[config.mk]
export PLATFORM = sky130hd
export DESIGN_NAME = uv_sphere_tessellator
export DESIGN_NICKNAME = d
export VERILOG_FILES = /design/src/rtl/sphtess_pkg.sv /design/src/rtl/sphtess_front.sv /design/src/rtl/sphtess_fifo.sv /design/src/rtl/sphtess_back.sv /design/src/rtl/uv_sphere_tessellator.sv
export SDC_FILE = /design/constraint.sdc
export NUM_CORES = 2
export LEC_CHECK = 0
export BUFFER_PORTS_ARGS = -buffer_cell sky130_fd_sc_hd__buf_2
export CAP_MARGIN = 25
export CORE_ASPECT_RATIO = 1.75
export CORE_MARGIN = 5
export CORE_UTILIZATION = 55
export DETAILED_ROUTE_END_ITERATION = 10
export HOLD_SLACK_MARGIN = 0.02
export PLACE_DENSITY = 0.72
export SLEW_MARGIN = 40
export SYNTH_ARGS = -nofsm -noshare
export SYNTH_HDL_FRONTEND = slang
export SYNTH_SLANG_ARGS = --single-unit
[constraint.sdc]
create_clock -name i_clk -period 16.8 [get_ports i_clk]
set_clock_uncertainty 0.2 [all_clocks]
set_input_delay 2.52 -clock i_clk [delete_from_list [all_inputs] [get_ports i_clk]]
set_output_delay 2.52 -clock i_clk [all_outputs]
set_load 0.01 [all_outputs]
[src/rtl/sphtess_pkg.sv]
// ----------------------------------------------------------------------------
// sphtess_pkg
// Shared types, codes and tables of the UV-sphere tessellator.
// ----------------------------------------------------------------------------
package sphtess_pkg;

    // parameter defaults
    localparam int MAX_SEGMENTS_DEF = 256;
    localparam int ANGLE_BITS_DEF   = 16;
    localparam int CORDIC_STEPS_DEF = 16;

    // fixed field widths
    localparam int SEG_W = 9;   // segment count registers
    localparam int CNT_W = 10;  // row counter, holds rows + 1
    localparam int IDX_W = 16;  // vertex index
    localparam int RAD_W = 16;  // radius, Q8.8

    // record kinds
    localparam logic [1:0] KIND_VERTEX = 2'd0;
    localparam logic [1:0] KIND_TRI    = 2'd1;
    localparam logic [1:0] KIND_DONE   = 2'd2;

    // register indexes
    localparam logic [1:0] REG_COLUMNS = 2'd0;
    localparam logic [1:0] REG_ROWS    = 2'd1;
    localparam logic [1:0] REG_RADIUS  = 2'd2;

    // CORDIC gain preset, Q2.30
    localparam logic signed [33:0] CORDIC_GAIN = 34'sd652032874;

    // effective grid and radius
    typedef struct packed {
        logic [SEG_W-1:0] cols;
        logic [SEG_W-1:0] rows;
        logic [RAD_W-1:0] radius;
    } t_geom;

    // one classified tick, front to back
    typedef struct packed {
        logic             marker;
        logic             has_vtx;
        logic [1:0]       ntri;
        logic [SEG_W-1:0] x;
        logic [CNT_W-1:0] y;
        logic [IDX_W-1:0] a0;
        logic [IDX_W-1:0] b0;
        logic [IDX_W-1:0] c0;
        logic [IDX_W-1:0] a1;
        logic [IDX_W-1:0] b1;
        logic [IDX_W-1:0] c1;
    } t_cmd;

    // one result record
    typedef struct packed {
        logic [1:0]          kind;
        logic signed [16:0]  pos_x;
        logic signed [16:0]  pos_y;
        logic signed [16:0]  pos_z;
        logic signed [15:0]  norm_x;
        logic signed [15:0]  norm_y;
        logic signed [15:0]  norm_z;
        logic [IDX_W-1:0]    corner_a;
        logic [IDX_W-1:0]    corner_b;
        logic [IDX_W-1:0]    corner_c;
        logic                run_end;
    } t_rec;

    // arctangent of 2^-i in units of 2^-32 turn
    function automatic logic [31:0] atan_turn(input logic [4:0] i);
        case (i)
            5'd0:    atan_turn = 32'h20000000;
            5'd1:    atan_turn = 32'h12E4051E;
            5'd2:    atan_turn = 32'h09FB385B;
            5'd3:    atan_turn = 32'h051111D4;
            5'd4:    atan_turn = 32'h028B0D43;
            5'd5:    atan_turn = 32'h0145D7E1;
            5'd6:    atan_turn = 32'h00A2F61E;
            5'd7:    atan_turn = 32'h00517C55;
            5'd8:    atan_turn = 32'h0028BE53;
            5'd9:    atan_turn = 32'h00145F2F;
            5'd10:   atan_turn = 32'h000A2F98;
            5'd11:   atan_turn = 32'h000517CC;
            5'd12:   atan_turn = 32'h00028BE6;
            5'd13:   atan_turn = 32'h000145F3;
            5'd14:   atan_turn = 32'h0000A2F9;
            5'd15:   atan_turn = 32'h0000517C;
            5'd16:   atan_turn = 32'h000028BE;
            5'd17:   atan_turn = 32'h0000145F;
            5'd18:   atan_turn = 32'h00000A2F;
            5'd19:   atan_turn = 32'h00000517;
            5'd20:   atan_turn = 32'h0000028B;
            5'd21:   atan_turn = 32'h00000145;
            5'd22:   atan_turn = 32'h000000A2;
            5'd23:   atan_turn = 32'h00000051;
            default: atan_turn = 32'h00000000;
        endcase
    endfunction

    // Q2.30 to Q1.14, round half up, clamp to +-1.0
    function automatic logic signed [15:0] round_q14(input logic signed [33:0] v);
        logic signed [33:0] t;
        t = (v + 34'sd32768) >>> 16;
        if (t > 34'sd16384)
            round_q14 = 16'sd16384;
        else if (t < -34'sd16384)
            round_q14 = -16'sd16384;
        else
            round_q14 = t[15:0];
    endfunction

endpackage

[src/rtl/sphtess_front.sv]
// ----------------------------------------------------------------------------
// sphtess_front
// Grid sweep counters; classifies each tick and works out triangle corners.
// ----------------------------------------------------------------------------
module sphtess_front import sphtess_pkg::*; (
    input  logic  i_clk,
    input  logic  i_rst_n,
    input  t_geom i_geom,
    input  logic  i_valid,
    input  logic  i_restart,
    output logic  o_ready,
    input  logic  i_full,
    output logic  o_push,
    output t_cmd  o_cmd
);

    logic [SEG_W-1:0] r_col, n_col;
    logic [CNT_W-1:0] r_row, n_row;
    logic             r_done, n_done;

    logic                   w_acc, w_end, w_wrap, w_top, w_bot, w_vtx;
    logic [CNT_W-1:0]       w_cw, w_rw, w_col1, w_row1, w_ym1;
    logic [SEG_W-1:0]       w_nx;
    logic [CNT_W+SEG_W-1:0] w_m;
    logic [IDX_W-1:0]       w_cur, w_up, w_xi, w_nxi, w_ci;
    logic [1:0]             w_ntri;

    assign o_ready = !i_full;
    assign w_acc   = i_valid && !i_full;

    // position in the grid
    always_comb begin
        w_cw   = {1'b0, i_geom.cols};
        w_rw   = {1'b0, i_geom.rows};
        w_end  = r_done || (r_row > w_rw) || ({1'b0, r_col} >= w_cw);
        w_col1 = {1'b0, r_col} + 1'b1;
        w_row1 = r_row + 1'b1;
        w_wrap = (w_col1 >= w_cw);
        w_nx   = w_wrap ? '0 : w_col1[SEG_W-1:0];
        w_top  = (r_row == '0);
        w_bot  = (r_row == w_rw);
        w_vtx  = !((w_top || w_bot) && (r_col != '0));
    end

    // row base indexes: cur = 1 + (y-1)*C, up = cur - C
    always_comb begin
        w_ym1 = r_row - 1'b1;
        w_m   = w_ym1 * i_geom.cols;
        w_ci  = {{(IDX_W-SEG_W){1'b0}}, i_geom.cols};
        w_cur = 16'd1 + w_m[IDX_W-1:0];
        w_up  = w_cur - w_ci;
        w_xi  = {{(IDX_W-SEG_W){1'b0}}, r_col};
        w_nxi = {{(IDX_W-SEG_W){1'b0}}, w_nx};
    end

    // command for the back end
    always_comb begin
        o_cmd         = '0;
        o_cmd.marker  = w_end;
        o_cmd.x       = r_col;
        o_cmd.y       = r_row;
        w_ntri        = 2'd0;
        if (!w_end) begin
            o_cmd.has_vtx = w_vtx;
            if (w_top) begin
                w_ntri = 2'd0;
            end else if (r_row == 10'd1) begin
                // top pole fan
                w_ntri   = 2'd1;
                o_cmd.a0 = '0;
                o_cmd.b0 = w_cur + w_xi;
                o_cmd.c0 = w_cur + w_nxi;
            end else if (w_bot) begin
                // bottom pole fan
                w_ntri   = 2'd1;
                o_cmd.a0 = w_up + w_xi;
                o_cmd.b0 = w_cur;
                o_cmd.c0 = w_up + w_nxi;
            end else begin
                // quad split in two
                w_ntri   = 2'd2;
                o_cmd.a0 = w_up + w_xi;
                o_cmd.b0 = w_cur + w_xi;
                o_cmd.c0 = w_up + w_nxi;
                o_cmd.a1 = w_up + w_nxi;
                o_cmd.b1 = w_cur + w_xi;
                o_cmd.c1 = w_cur + w_nxi;
            end
        end
        o_cmd.ntri = w_ntri;
    end

    assign o_push = w_acc && !i_restart && (w_end || w_vtx || (w_ntri != 2'd0));

    // sweep advance
    always_comb begin
        n_col  = r_col;
        n_row  = r_row;
        n_done = r_done;
        if (w_acc) begin
            if (i_restart) begin
                n_col  = '0;
                n_row  = '0;
                n_done = 1'b0;
            end else if (w_end) begin
                n_done = 1'b1;
            end else if (w_wrap) begin
                n_col = '0;
                n_row = w_row1;
                if (w_row1 > w_rw) n_done = 1'b1;
            end else begin
                n_col = w_col1[SEG_W-1:0];
            end
        end
    end

    always_ff @(posedge i_clk) begin
        if (!i_rst_n) begin
            r_col  <= '0;
            r_row  <= '0;
            r_done <= 1'b0;
        end else begin
            r_col  <= n_col;
            r_row  <= n_row;
            r_done <= n_done;
        end
    end

endmodule

[src/rtl/sphtess_fifo.sv]
// ----------------------------------------------------------------------------
// sphtess_fifo
// Two-entry command queue between front and back.
// ----------------------------------------------------------------------------
module sphtess_fifo import sphtess_pkg::*; (
    input  logic i_clk,
    input  logic i_rst_n,
    input  logic i_push,
    input  t_cmd i_cmd,
    output logic o_full,
    input  logic i_pop,
    output logic o_empty,
    output t_cmd o_cmd
);

    t_cmd       r_mem [2];
    logic       r_wp, r_rp;
    logic [1:0] r_cnt;

    assign o_full  = (r_cnt == 2'd2);
    assign o_empty = (r_cnt == 2'd0);
    assign o_cmd   = r_mem[r_rp];

    // payload
    always_ff @(posedge i_clk) begin
        if (i_push) r_mem[r_wp] <= i_cmd;
    end

    // pointers and fill
    always_ff @(posedge i_clk) begin
        if (!i_rst_n) begin
            r_wp  <= 1'b0;
            r_rp  <= 1'b0;
            r_cnt <= 2'd0;
        end else begin
            if (i_push) r_wp <= ~r_wp;
            if (i_pop)  r_rp <= ~r_rp;
            case ({i_push, i_pop})
                2'b10:   r_cnt <= r_cnt + 2'd1;
                2'b01:   r_cnt <= r_cnt - 2'd1;
                default: r_cnt <= r_cnt;
            endcase
        end
    end

endmodule

[src/rtl/sphtess_back.sv]
// ----------------------------------------------------------------------------
// sphtess_back
// Vertex math (angle divider, CORDIC, scaling) and result sequencing.
// ----------------------------------------------------------------------------
module sphtess_back import sphtess_pkg::*; #(
    parameter int ANGLE_BITS   = ANGLE_BITS_DEF,
    parameter int CORDIC_STEPS = CORDIC_STEPS_DEF
) (
    input  logic  i_clk,
    input  logic  i_rst_n,
    input  t_geom i_geom,
    input  logic  i_empty,
    output logic  o_pop,
    input  t_cmd  i_cmd,
    output logic  o_valid,
    input  logic  i_ready,
    output t_rec  o_rec
);

    localparam int NW  = ANGLE_BITS + SEG_W + 1;  // dividend
    localparam int QW  = ANGLE_BITS + 1;          // quotient
    localparam int DCW = $clog2(QW + 1);

    typedef enum logic [2:0] {S_IDLE, S_DIV, S_CORD, S_MUL, S_EMIT} t_state;

    t_state r_state;
    t_cmd   r_cmd;
    logic   r_phase;

    // divider
    logic [DCW-1:0]   r_dcnt;
    logic [SEG_W-1:0] r_rem, r_den;
    logic [QW-1:0]    r_dq;

    // CORDIC
    logic [4:0]         r_ci;
    logic signed [33:0] r_cx, r_cy;
    logic signed [32:0] r_cz;
    logic [1:0]         r_quad;

    // results
    logic signed [15:0] r_st, r_ct, r_sp, r_cp, r_n0, r_n2;
    logic signed [16:0] r_px, r_py, r_pz;
    logic [2:0]         r_k;
    logic               r_pend_v, r_tidx;
    logic               r_valid;
    t_rec               r_rec;

    logic [NW-1:0]      w_num_t, w_num_p;
    logic [SEG_W:0]     w_t, w_sub;
    logic               w_ge;
    logic [ANGLE_BITS-1:0] w_ang;
    logic signed [32:0] w_z0, w_atan;
    logic signed [33:0] w_xs, w_ys;
    logic signed [15:0] w_c, w_s, w_cs, w_sn;
    logic signed [16:0] w_ma, w_sat;
    logic signed [15:0] w_mb;
    logic signed [32:0] w_prod, w_rnd;
    logic               w_free, w_last;
    t_rec               w_rec;

    assign o_pop   = (r_state == S_IDLE) && !i_empty;
    assign o_valid = r_valid;
    assign o_rec   = r_rec;
    assign w_free  = !r_valid || i_ready;

    // angle dividends: x*2^A/C (queue head) and y*2^(A-1)/R, rounded
    always_comb begin
        w_num_t = (NW'(i_cmd.x) << ANGLE_BITS) + NW'(i_geom.cols >> 1);
        w_num_p = (NW'(r_cmd.y) << (ANGLE_BITS - 1)) + NW'(i_geom.rows >> 1);
        w_t     = {r_rem, r_dq[QW-1]};
        w_sub   = w_t - {1'b0, r_den};
        w_ge    = (w_t >= {1'b0, r_den});
    end

    // CORDIC datapath
    always_comb begin
        w_ang  = r_dq[ANGLE_BITS-1:0];
        w_z0   = 33'(w_ang[ANGLE_BITS-3:0]) << (32 - ANGLE_BITS);
        w_atan = {1'b0, atan_turn(r_ci)};
        w_xs   = r_cx >>> r_ci;
        w_ys   = r_cy >>> r_ci;
        w_c    = round_q14(r_cx);
        w_s    = round_q14(r_cy);
        case (r_quad)
            2'd0:    begin w_cs = w_c;  w_sn = w_s;  end
            2'd1:    begin w_cs = -w_s; w_sn = w_c;  end
            2'd2:    begin w_cs = -w_c; w_sn = -w_s; end
            default: begin w_cs = w_s;  w_sn = -w_c; end
        endcase
    end

    // shared multiplier: two normal products then three positions
    always_comb begin
        w_ma = (r_k < 3'd2) ? {r_sp[15], r_sp} : {1'b0, i_geom.radius};
        case (r_k)
            3'd0:    w_mb = r_st;
            3'd1:    w_mb = r_ct;
            3'd2:    w_mb = r_n0;
            3'd3:    w_mb = r_cp;
            default: w_mb = r_n2;
        endcase
        w_prod = w_ma * w_mb;
        w_rnd  = (w_prod + 33'sd8192) >>> 14;
        if (r_k < 3'd2) begin
            if (w_rnd > 33'sd16384)       w_sat = 17'sd16384;
            else if (w_rnd < -33'sd16384) w_sat = -17'sd16384;
            else                          w_sat = w_rnd[16:0];
        end else begin
            if (w_rnd > 33'sd65535)       w_sat = 17'sd65535;
            else if (w_rnd < -33'sd65535) w_sat = -17'sd65535;
            else                          w_sat = w_rnd[16:0];
        end
    end

    // next record
    always_comb begin
        w_rec  = '0;
        w_last = 1'b0;
        if (r_cmd.marker) begin
            w_rec.kind = KIND_DONE;
            w_last     = 1'b1;
        end else if (r_pend_v) begin
            w_rec.kind   = KIND_VERTEX;
            w_rec.pos_x  = r_px;
            w_rec.pos_y  = r_py;
            w_rec.pos_z  = r_pz;
            w_rec.norm_x = r_n0;
            w_rec.norm_y = r_cp;
            w_rec.norm_z = r_n2;
            w_last       = (r_cmd.ntri == 2'd0);
        end else begin
            w_rec.kind     = KIND_TRI;
            w_rec.corner_a = r_tidx ? r_cmd.a1 : r_cmd.a0;
            w_rec.corner_b = r_tidx ? r_cmd.b1 : r_cmd.b0;
            w_rec.corner_c = r_tidx ? r_cmd.c1 : r_cmd.c0;
            w_last         = ({1'b0, r_tidx} + 2'd1 == r_cmd.ntri);
        end
        w_rec.run_end = w_last;
    end

    // sequencer
    always_ff @(posedge i_clk) begin
        if (!i_rst_n) begin
            r_state <= S_IDLE;
            r_valid <= 1'b0;
        end else begin
            if (r_state == S_EMIT && w_free) begin
                r_valid <= 1'b1;
                r_rec   <= w_rec;
            end else if (i_ready) begin
                r_valid <= 1'b0;
            end
            unique case (r_state)
                S_IDLE: begin
                    if (!i_empty) begin
                        r_cmd    <= i_cmd;
                        r_tidx   <= 1'b0;
                        r_pend_v <= i_cmd.has_vtx && !i_cmd.marker;
                        if (i_cmd.has_vtx && !i_cmd.marker) begin
                            r_state <= S_DIV;
                            r_phase <= 1'b0;
                            r_dcnt  <= '0;
                            r_den   <= i_geom.cols;
                            r_rem   <= w_num_t[NW-1:QW];
                            r_dq    <= w_num_t[QW-1:0];
                        end else begin
                            r_state <= S_EMIT;
                        end
                    end
                end
                S_DIV: begin
                    if (r_dcnt == DCW'(QW)) begin
                        // quotient ready, start CORDIC on first quadrant residue
                        r_state <= S_CORD;
                        r_ci    <= '0;
                        r_cx    <= CORDIC_GAIN;
                        r_cy    <= '0;
                        r_cz    <= w_z0;
                        r_quad  <= w_ang[ANGLE_BITS-1:ANGLE_BITS-2];
                    end else begin
                        r_dcnt <= r_dcnt + 1'b1;
                        r_rem  <= w_ge ? w_sub[SEG_W-1:0] : w_t[SEG_W-1:0];
                        r_dq   <= {r_dq[QW-2:0], w_ge};
                    end
                end
                S_CORD: begin
                    if (r_ci == 5'(CORDIC_STEPS)) begin
                        if (!r_phase) begin
                            r_st    <= w_sn;
                            r_ct    <= w_cs;
                            r_phase <= 1'b1;
                            r_state <= S_DIV;
                            r_dcnt  <= '0;
                            r_den   <= i_geom.rows;
                            r_rem   <= w_num_p[NW-1:QW];
                            r_dq    <= w_num_p[QW-1:0];
                        end else begin
                            r_sp    <= w_sn;
                            r_cp    <= w_cs;
                            r_k     <= 3'd0;
                            r_state <= S_MUL;
                        end
                    end else begin
                        r_ci <= r_ci + 1'b1;
                        if (!r_cz[32]) begin
                            r_cx <= r_cx - w_ys;
                            r_cy <= r_cy + w_xs;
                            r_cz <= r_cz - w_atan;
                        end else begin
                            r_cx <= r_cx + w_ys;
                            r_cy <= r_cy - w_xs;
                            r_cz <= r_cz + w_atan;
                        end
                    end
                end
                S_MUL: begin
                    r_k <= r_k + 3'd1;
                    case (r_k)
                        3'd0:    r_n0 <= w_sat[15:0];
                        3'd1:    r_n2 <= w_sat[15:0];
                        3'd2:    r_px <= w_sat;
                        3'd3:    r_py <= w_sat;
                        default: begin
                            r_pz    <= w_sat;
                            r_state <= S_EMIT;
                        end
                    endcase
                end
                S_EMIT: begin
                    if (w_free) begin
                        if (w_last) begin
                            r_state <= S_IDLE;
                        end else if (r_pend_v) begin
                            r_pend_v <= 1'b0;
                        end else begin
                            r_tidx <= 1'b1;
                        end
                    end
                end
                default: r_state <= S_IDLE;
            endcase
        end
    end

endmodule

[src/rtl/uv_sphere_tessellator.sv]
// ----------------------------------------------------------------------------
// uv_sphere_tessellator
// UV-sphere mesh generator: vertex and triangle records per grid tick.
//
//  channel | dir | handshake                  | payload
//  s       | in  | i_s_tvalid / o_s_tready    | i_s_tdata: restart
//  m       | out | o_m_tvalid / i_m_tready    | o_m_tdata, o_m_tuser, o_m_tlast
//  cfg     | in  | i_cfg_valid / o_cfg_ready  | i_cfg_index, i_cfg_data
//
//  Ticks enter a two-entry queue at one per cycle while it has room.
//  The back end takes a command while idle; for a vertex it then runs the
//  angle divider and CORDIC unit for the column angle, again for the row
//  angle, and then the shared multiplier; each record then leaves through
//  the output register. Only one command is worked on at a time.
//  Reset is synchronous; the output register stalls the back end only.
// ----------------------------------------------------------------------------
module uv_sphere_tessellator import sphtess_pkg::*; #(
    parameter int MAX_SEGMENTS = MAX_SEGMENTS_DEF,
    parameter int ANGLE_BITS   = ANGLE_BITS_DEF,
    parameter int CORDIC_STEPS = CORDIC_STEPS_DEF
) (
    input  logic         i_clk,
    input  logic         i_rst_n,
    input  logic         i_s_tvalid,
    output logic         o_s_tready,
    input  logic [7:0]   i_s_tdata,    // [0] restart
    output logic         o_m_tvalid,
    input  logic         i_m_tready,
    // pos_x, pos_y, pos_z, norm_x, norm_y, norm_z, corner_a, corner_b, corner_c
    output logic [151:0] o_m_tdata,
    output logic [1:0]   o_m_tuser,    // [1:0] kind
    output logic         o_m_tlast,    // run_end
    input  logic         i_cfg_valid,
    output logic         o_cfg_ready,
    input  logic [1:0]   i_cfg_index,
    input  logic [15:0]  i_cfg_data
);

    logic [SEG_W-1:0] r_cols, r_rows;
    logic [RAD_W-1:0] r_radius;
    t_geom            w_geom;
    t_cmd             w_fcmd, w_bcmd;
    t_rec             w_rec;
    logic             w_push, w_full, w_pop, w_empty;

    assign o_cfg_ready = 1'b1;

    // configuration registers
    always_ff @(posedge i_clk) begin
        if (!i_rst_n) begin
            r_cols   <= 9'd32;
            r_rows   <= 9'd16;
            r_radius <= 16'd256;
        end else if (i_cfg_valid) begin
            case (i_cfg_index)
                REG_COLUMNS: r_cols   <= i_cfg_data[SEG_W-1:0];
                REG_ROWS:    r_rows   <= i_cfg_data[SEG_W-1:0];
                REG_RADIUS:  r_radius <= i_cfg_data;
                default:     ;
            endcase
        end
    end

    // clamped grid
    always_comb begin
        w_geom.radius = r_radius;
        if (r_cols < 9'd3)                  w_geom.cols = 9'd3;
        else if (32'(r_cols) > MAX_SEGMENTS) w_geom.cols = SEG_W'(MAX_SEGMENTS);
        else                                w_geom.cols = r_cols;
        if (r_rows < 9'd2)                  w_geom.rows = 9'd2;
        else if (32'(r_rows) > MAX_SEGMENTS) w_geom.rows = SEG_W'(MAX_SEGMENTS);
        else                                w_geom.rows = r_rows;
    end

    sphtess_front u_front (
        .i_clk     (i_clk),
        .i_rst_n   (i_rst_n),
        .i_geom    (w_geom),
        .i_valid   (i_s_tvalid),
        .i_restart (i_s_tdata[0]),
        .o_ready   (o_s_tready),
        .i_full    (w_full),
        .o_push    (w_push),
        .o_cmd     (w_fcmd)
    );

    sphtess_fifo u_fifo (
        .i_clk   (i_clk),
        .i_rst_n (i_rst_n),
        .i_push  (w_push),
        .i_cmd   (w_fcmd),
        .o_full  (w_full),
        .i_pop   (w_pop),
        .o_empty (w_empty),
        .o_cmd   (w_bcmd)
    );

    sphtess_back #(
        .ANGLE_BITS   (ANGLE_BITS),
        .CORDIC_STEPS (CORDIC_STEPS)
    ) u_back (
        .i_clk   (i_clk),
        .i_rst_n (i_rst_n),
        .i_geom  (w_geom),
        .i_empty (w_empty),
        .o_pop   (w_pop),
        .i_cmd   (w_bcmd),
        .o_valid (o_m_tvalid),
        .i_ready (i_m_tready),
        .o_rec   (w_rec)
    );

    // output packing
    assign o_m_tdata = {5'b0, w_rec.corner_c, w_rec.corner_b, w_rec.corner_a,
                        w_rec.norm_z, w_rec.norm_y, w_rec.norm_x,
                        w_rec.pos_z, w_rec.pos_y, w_rec.pos_x};
    assign o_m_tuser = w_rec.kind;
    assign o_m_tlast = w_rec.run_end;

`ifndef SYNTH
    // queue never written while full
    a_no_overflow: assert property (@(posedge i_clk) disable iff (!i_rst_n)
        w_push |-> !w_full)
        else $error("command queue overflow");

    // a restart tick queues nothing
    a_restart_silent: assert property (@(posedge i_clk) disable iff (!i_rst_n)
        (i_s_tvalid && o_s_tready && i_s_tdata[0]) |-> !w_push)
        else $error("restart produced a command");

    // finished marker always closes its tick
    a_marker_last: assert property (@(posedge i_clk) disable iff (!i_rst_n)
        (o_m_tvalid && o_m_tuser == KIND_DONE) |-> o_m_tlast)
        else $error("marker without run end");

    // vertex normal x component stays within unit range
    a_norm_range: assert property (@(posedge i_clk) disable iff (!i_rst_n)
        (o_m_tvalid && o_m_tuser == KIND_VERTEX) |->
        ($signed(o_m_tdata[66:51]) <= 16'sd16384 &&
         $signed(o_m_tdata[66:51]) >= -16'sd16384))
        else $error("normal out of range");
`endif

endmodule
After elaboration in Yosys (flattened, before gate mapping)
Memory sizes are Yosys's and may differ from the RTL's. A register that Yosys moved wholly into a read port is not among the register bits.
Index checks and enable logic that the tools add are counted.

word-level totals
  bits in registers = 622
  bits in latches = 0
  memory bits (writable) = 238
  ROM bits = 960
  bits of input ports = 31
  output and inout port bits = 158
  word-level logic and storage cells = 326
  memories kept = 2

operators by class
  $add $sub $neg = 29
  multiply operators = 2
  div/mod/pow operators = 0
  magnitude comparators = 18
  equal/unequal tests = 33
  shift operators = 2
  mux-type cells = 116
  bitwise logic cells = 6
  reduce and logical (&&, ||, !) cells = 65

memories
  name              words  width  rd ports  clocked after Yosys merged registers in  write ports  line                RTL
  (name not given)  32     30     1         1                                        0            sphtess_pkg.sv:70   case (i)
  u_fifo.r_mem      2      119    1         1                                        1            sphtess_fifo.sv:16  t_cmd r_mem [2];

operator list
  cell                                                                                number
  34-bit 2-to-1 mux                                                                   6
  96-bit 2-to-1 mux                                                                   2
  17-bit 2-to-1 mux                                                                   11
  9-bit 2-to-1 mux                                                                    17
  48-bit 2-to-1 mux                                                                   3
  34-bit case mux with 2 select lines                                                 2
  16-bit 2-to-1 mux                                                                   7
  33-bit 2-to-1 mux                                                                   3
  16-bit case mux with 3 select lines                                                 2
  34-bit by 17-bit adder with 34-bit output (second input constant)                   2
  34-bit adder                                                                        2
  34-bit by 5-bit >>> shifter with 34-bit output                                      2
  34-bit subtractor                                                                   2
  33-bit case mux with 2 select lines                                                 1
  16-bit by 9-bit adder with 16-bit output                                            4
  16-bit case mux with 4 select lines                                                 1
  25-bit by 8-bit adder with 26-bit output                                            2
  17-bit case mux with 3 select lines                                                 1
  5-bit 2-to-1 mux                                                                    8
  18-bit by 16-bit greater-than comparator with 1-bit output (second input constant)  2
  18-bit by 15-bit less-than comparator with 1-bit output (second input constant)     2
  33-bit by 15-bit adder with 33-bit output (second input constant)                   1
  33-bit adder                                                                        1
  17-bit by 16-bit multiplier with 33-bit output                                      1
  other kinds (66)                                                                    186

Logic depth before layout (Yosys ltp)
  word-level depth = 13
  mapped depth = 37

Cells and area by module
A second synthesis with hierarchy kept.

second synthesis, totals
  cell total of the unflattened synthesis = 6,474
  area, all modules = 66,488.8 µm²

by module, submodules not included
  module                 instances  cells an instance  area each (µm²)  seq. area each (µm²)
  sphtess_back           1          4,805              48,026.1         17,496.8
  sphtess_fifo           1          392                8,795.9          7,247.0
  sphtess_front          1          1,111              8,165.3          400.4
  uv_sphere_tessellator  1          166                1,501.4          680.7

Worst setup path after synthesis
No wires, ideal clock.

  path kind = reg2reg
  start = register u_back.r_k[1]
  end = register u_back.r_n0[11] (data pin)
  setup time = 292 ps
  arrival time = 8,495 ps
  required time = 16,308 ps
  slack = 7,813 ps
  cell stages (with the launch flop) = 34
  period minus slack after synthesis = 8,987 ps
  path through = edfxtp_1 > inv_1 > ha_1 > nor2b_1 > clkbuf_1 > a22oi_1 > a31oi_1 > clkbuf_1 > nand2_1 > fa_1 > inv_1 > fa_1 > inv_1 > fa_1 > inv_1 > fa_1 > fa_1 > inv_1 > fa_1 > inv_1 > ha_1 > clkbuf_1 > and4_1 > nand2_1 > o211ai_1 > a21o_1 > a21oi_1 > a211oi_1 > a2111oi_0 > xnor2_1 > o31ai_1 > o2bb2ai_1 > nor2_1 > a21oi_1

on the way
  longest elaborated chain between the ends = 8
  elaborated cells on any way between the ends = 18

RTL lines
  element                                                                                                                             line                                      RTL
  from (decl)                                                                                                                         sphtess_back.sv:44                        logic [2:0] r_k;
  from (signal assigned)                                                                                                              sphtess_back.sv:218                       r_k <= r_k + 3'd1;
  3-bit by 2-bit less-than comparator with 1-bit output, or another cell as far along                                                 sphtess_back.sv:95, sphtess_back.sv:105
  17-bit 2-to-1 mux or 16-bit case mux with 4 select lines (tied branches)                                                            sphtess_back.sv:95, sphtess_back.sv:96
  17-bit by 16-bit multiplier with 33-bit output                                                                                      sphtess_back.sv:103                       w_prod = w_ma * w_mb;
  33-bit by 15-bit adder with 33-bit output                                                                                           sphtess_back.sv:104                       w_rnd = (w_prod + 33'sd8192) >>> 14;
  19-bit by 17-bit less-than comparator with 1-bit output or 19-bit by 15-bit less-than comparator with 1-bit output (tied branches)  sphtess_back.sv:111, sphtess_back.sv:107
  17-bit 2-to-1 mux (on tied branches)                                                                                                sphtess_back.sv:111, sphtess_back.sv:107
  17-bit 2-to-1 mux (on tied branches)                                                                                                sphtess_back.sv:110, sphtess_back.sv:106
  17-bit 2-to-1 mux (*)                                                                                                               sphtess_back.sv:105                       if (r_k < 3'd2) begin
  named net u_back.w_sat[11]                                                                                                          sphtess_back.sv:56                        logic signed [16:0] w_ma, w_sat;
  to (signal assigned)                                                                                                                sphtess_back.sv:220                       3'd0: r_n0 <= w_sat[15:0];
  to (decl)                                                                                                                           sphtess_back.sv:42                        logic signed [15:0] r_st, r_ct, r_sp, r_cp, r_n0, r_n2;

The timed path passes the listed nets; every way through them passes the cells marked *.
A chain may end at the register's enable or synchronous reset.

Final worst setup path
  start = register u_back.r_k[2]
  end = register u_back.r_n0[8] (data pin)

The elaborated chain is that of the path after synthesis.

==> reports/results.ini <==
[timing]
max_freq_mhz = 91.04
rsz0062_at_grt = false
maxSlewViolCount = 0
period_minus_slack_ns = 10.98
maxSlewHeadroom = 0.4063
tns_ns = 0
setup_viol = 0
finalCritPeriodShare = 0.6538
finalHoldViolations = 0
layout_setup_ws_ns = 5.816
tightest_slew_ns = 0.8841

[clock_tree]
cts_buffer_depth = 3
ctsRootBufferMaster = clkbuf_16
clk_pin_slew_ns = 0.07
hold_buffers = 0
cts_made_buffers = 79
cts_resized = 0
cts_tree = yes
cts_sinks = 891
cts_setup_buffers = 0
h-tree-depth = 3
clock_latency_ns = 0.72

[grt]
grt-ovfl-total = 0
grt_max_degree = 100
grt_pass1_wl_um = 272700
track_usage = 0.2810
grt_pass1_vias = 48177
antenna_found_initial = 1

[floorplan]
die-area_sq_um = 124300
initial_core_util = 0.5518
coreArea_sq_um = 116700
die_h_um = 462.7
die_x_um = 268.7
num_rows = 166
num_io_pins = 189

[layout]
syn_to_final_growth_pct = 7.970
nets = 6911
nFillCells = 9683
multi_input_area_sq_um = 35580
seq_area_sq_um = 25830
drive_gt1_frac = 0.1145
finish.utilization = 0.5958

[worst_setup_path]
cpMaxStageDelayCell = fa_1
crit_path_start_kind = flop
path_class = flop to flop
path_common_cell = fa_1
crit_arrival_ns = 11.18
worst_path_dominant_cell_family = adder cells
cp_data_required_time_ns = 16.99
timing.critical_path.buf_inv = 7
slowest_delay_ns = 0.99
end_kind = flop
crit_fanout = 20

[placement]
dpl_worst_slack_ns = 5.991
dp_hpwl_um = 134400
place.gp.congestion = 0.9991
portBuffers = 175

[min_path]
hp-class = flop to flop

[yosys]
netlist_area_sq_um = 64420
ys_top_cells_by_area = edfxtp_1, fa_1, ha_1
synth_edf_count = 798
yosysMostFrequentCell = edfxtp_1
synth-seq-cells = 891
synth_cell_types = 115
synth_seq_area_share = 0.4009
synth_top_flop_cell = edfxtp_1
synthCells = 6146
synth-async-reset-ratio = 0
syn_avg_cell_area_sq_um = 10.48
yosys.area.top_type_share = 0.3720
yosys-top-cells-count = edfxtp_1, nor2_1, nand2_1
yosysTopAreaCell = edfxtp_1
synth_warnings = 0

[pwr]
vdd_ir_drop_max_mv = 0.09866
p_leak_nw = 27.90
p_per_area_nw_per_um2 = 101.2
total_power_mw = 7.041

[route]
drt_iter0_markers = 3779
postRouteAntennaNets = 0
firstDrtPassIters = 6
wl_um = 177600
viasPerCell = 6.090
wl_per_cell_um = 22.78
drc = 0
vias = 47462

[job]
cap_violations = 0

[status]
status = finished clean

-- layout by cell type, fill, tap and decap left out, types with 52 or more instances in the layout --
| cell | netlist | routed |
|---|---|---|
| clkbuf_16 | 0 | 79 |
| mux2i_1 | 131 | 129 |
| nand3_1 | 99 | 98 |
| nor3_1 | 88 | 84 |
| nand2_1 | 587 | 585 |
| nor2b_1 | 54 | 52 |
| buf_2 | 28 | 175 |
| a21o_1 | 71 | 71 |
| xor2_1 | 159 | 158 |
| xnor2_1 | 198 | 197 |
| mux2_2 | 136 | 136 |
| nor2_1 | 653 | 647 |
| inv_1 | 528 | 527 |
| mux4_2 | 81 | 81 |
| edfxtp_1 | 798 | 798 |
| and2_1 | 177 | 176 |
| buf_4 | 15 | 73 |
| dfxtp_1 | 93 | 91 |
| o21ai_0 | 208 | 207 |
| ha_1 | 326 | 326 |
| fa_1 | 339 | 339 |
| a21oi_1 | 306 | 306 |
| o21a_1 | 65 | 65 |
| nand2b_1 | 59 | 59 |
-- worst paths after layout --
kind	from	to	slack (ns)	cells past startpoint
hold reg to reg	r_radius[0]	r_radius[0]	0.28	2
hold / removal	r_radius[0]	r_radius[0]	0.28	2
setup / recovery	u_back.r_k[2]	u_back.r_n0[8]	5.82	30
setup reg to reg	u_back.r_k[2]	u_back.r_n0[8]	5.82	30
-- through the flow --
step | instance area [sq um] | std cells | hold WS [ns]
2_1_floorplan | 64430 | 6150 | 0.2237
3_3_place_gp | 66680 | 7641 | 0.2467
3_5_place_dp | 66840 | 7644 | 0.2608
4_1_cts | 69460 | 7790 | 0.2784
5_1_grt | 69550 | 7793 | 0.2881
6_report | 69550 | 7794 | 0.2842
-- routing by layer --
metal  GRT usage  share of wire  up-vias
li1            -              -    21729
met1      0.3159           0.35    23414
met2      0.4898           0.51     1722
met3     0.03400          0.055      597
met4      0.1992          0.089        0
met5           0              0        -
-- where the power goes --
group	internal [mW]	switching [mW]
logic	0.891	1.50
clock network	0.959	0.889
registers	2.70	0.0998
total	4.55	2.49
-- state kept, by name, indices dropped and copies added, names as in the netlist, 10 cells and up, named ones only --
name / flops
u_back.r_py: 17
u_back.r_cp: 16
u_back.r_n2: 16
u_fifo.r_mem: 238
u_back.r_ct: 16
u_back.r_sp: 16
u_back.r_cy: 34
u_back.r_dq: 17
r_radius: 16
u_back.r_cmd: 109
u_front.r_row: 10
u_back.w_atan: 30
u_back.r_n0: 16
u_back.r_st: 16
u_back.r_pz: 17
u_back.r_cz: 33
u_back.r_cx: 34
u_back.r_px: 17
u_back.o_rec: 150
-- layout make-up --
class,instances,share of cell area
diodes,2,0.00007196
clock buffers,92,0.02927
clock inverters,54,0.008347
inverters,540,0.02916
multi-input cells,4443,0.5116
flip-flops and latches,891,0.3714
well taps,1512,0.02720
repair buffers,260,0.02296
-- tightest hold or removal path: stages (launching register included) --
cell and delay [ns]:
dfxtp_1 0.33, nand2_1 0.06, a21oi_1 0.06
-- logic make-up after synthesis --
logic type | synth area share
simple gates | 0.1418
compound gates | 0.1095
flops | 0.4009
buf+inv | 0.05072
fa+ha+maj | 0.1687
mux | 0.07977
xor+xnor | 0.04854
other cells | 0.0001166
Note: power is estimated with default switching activity, not from simulation.
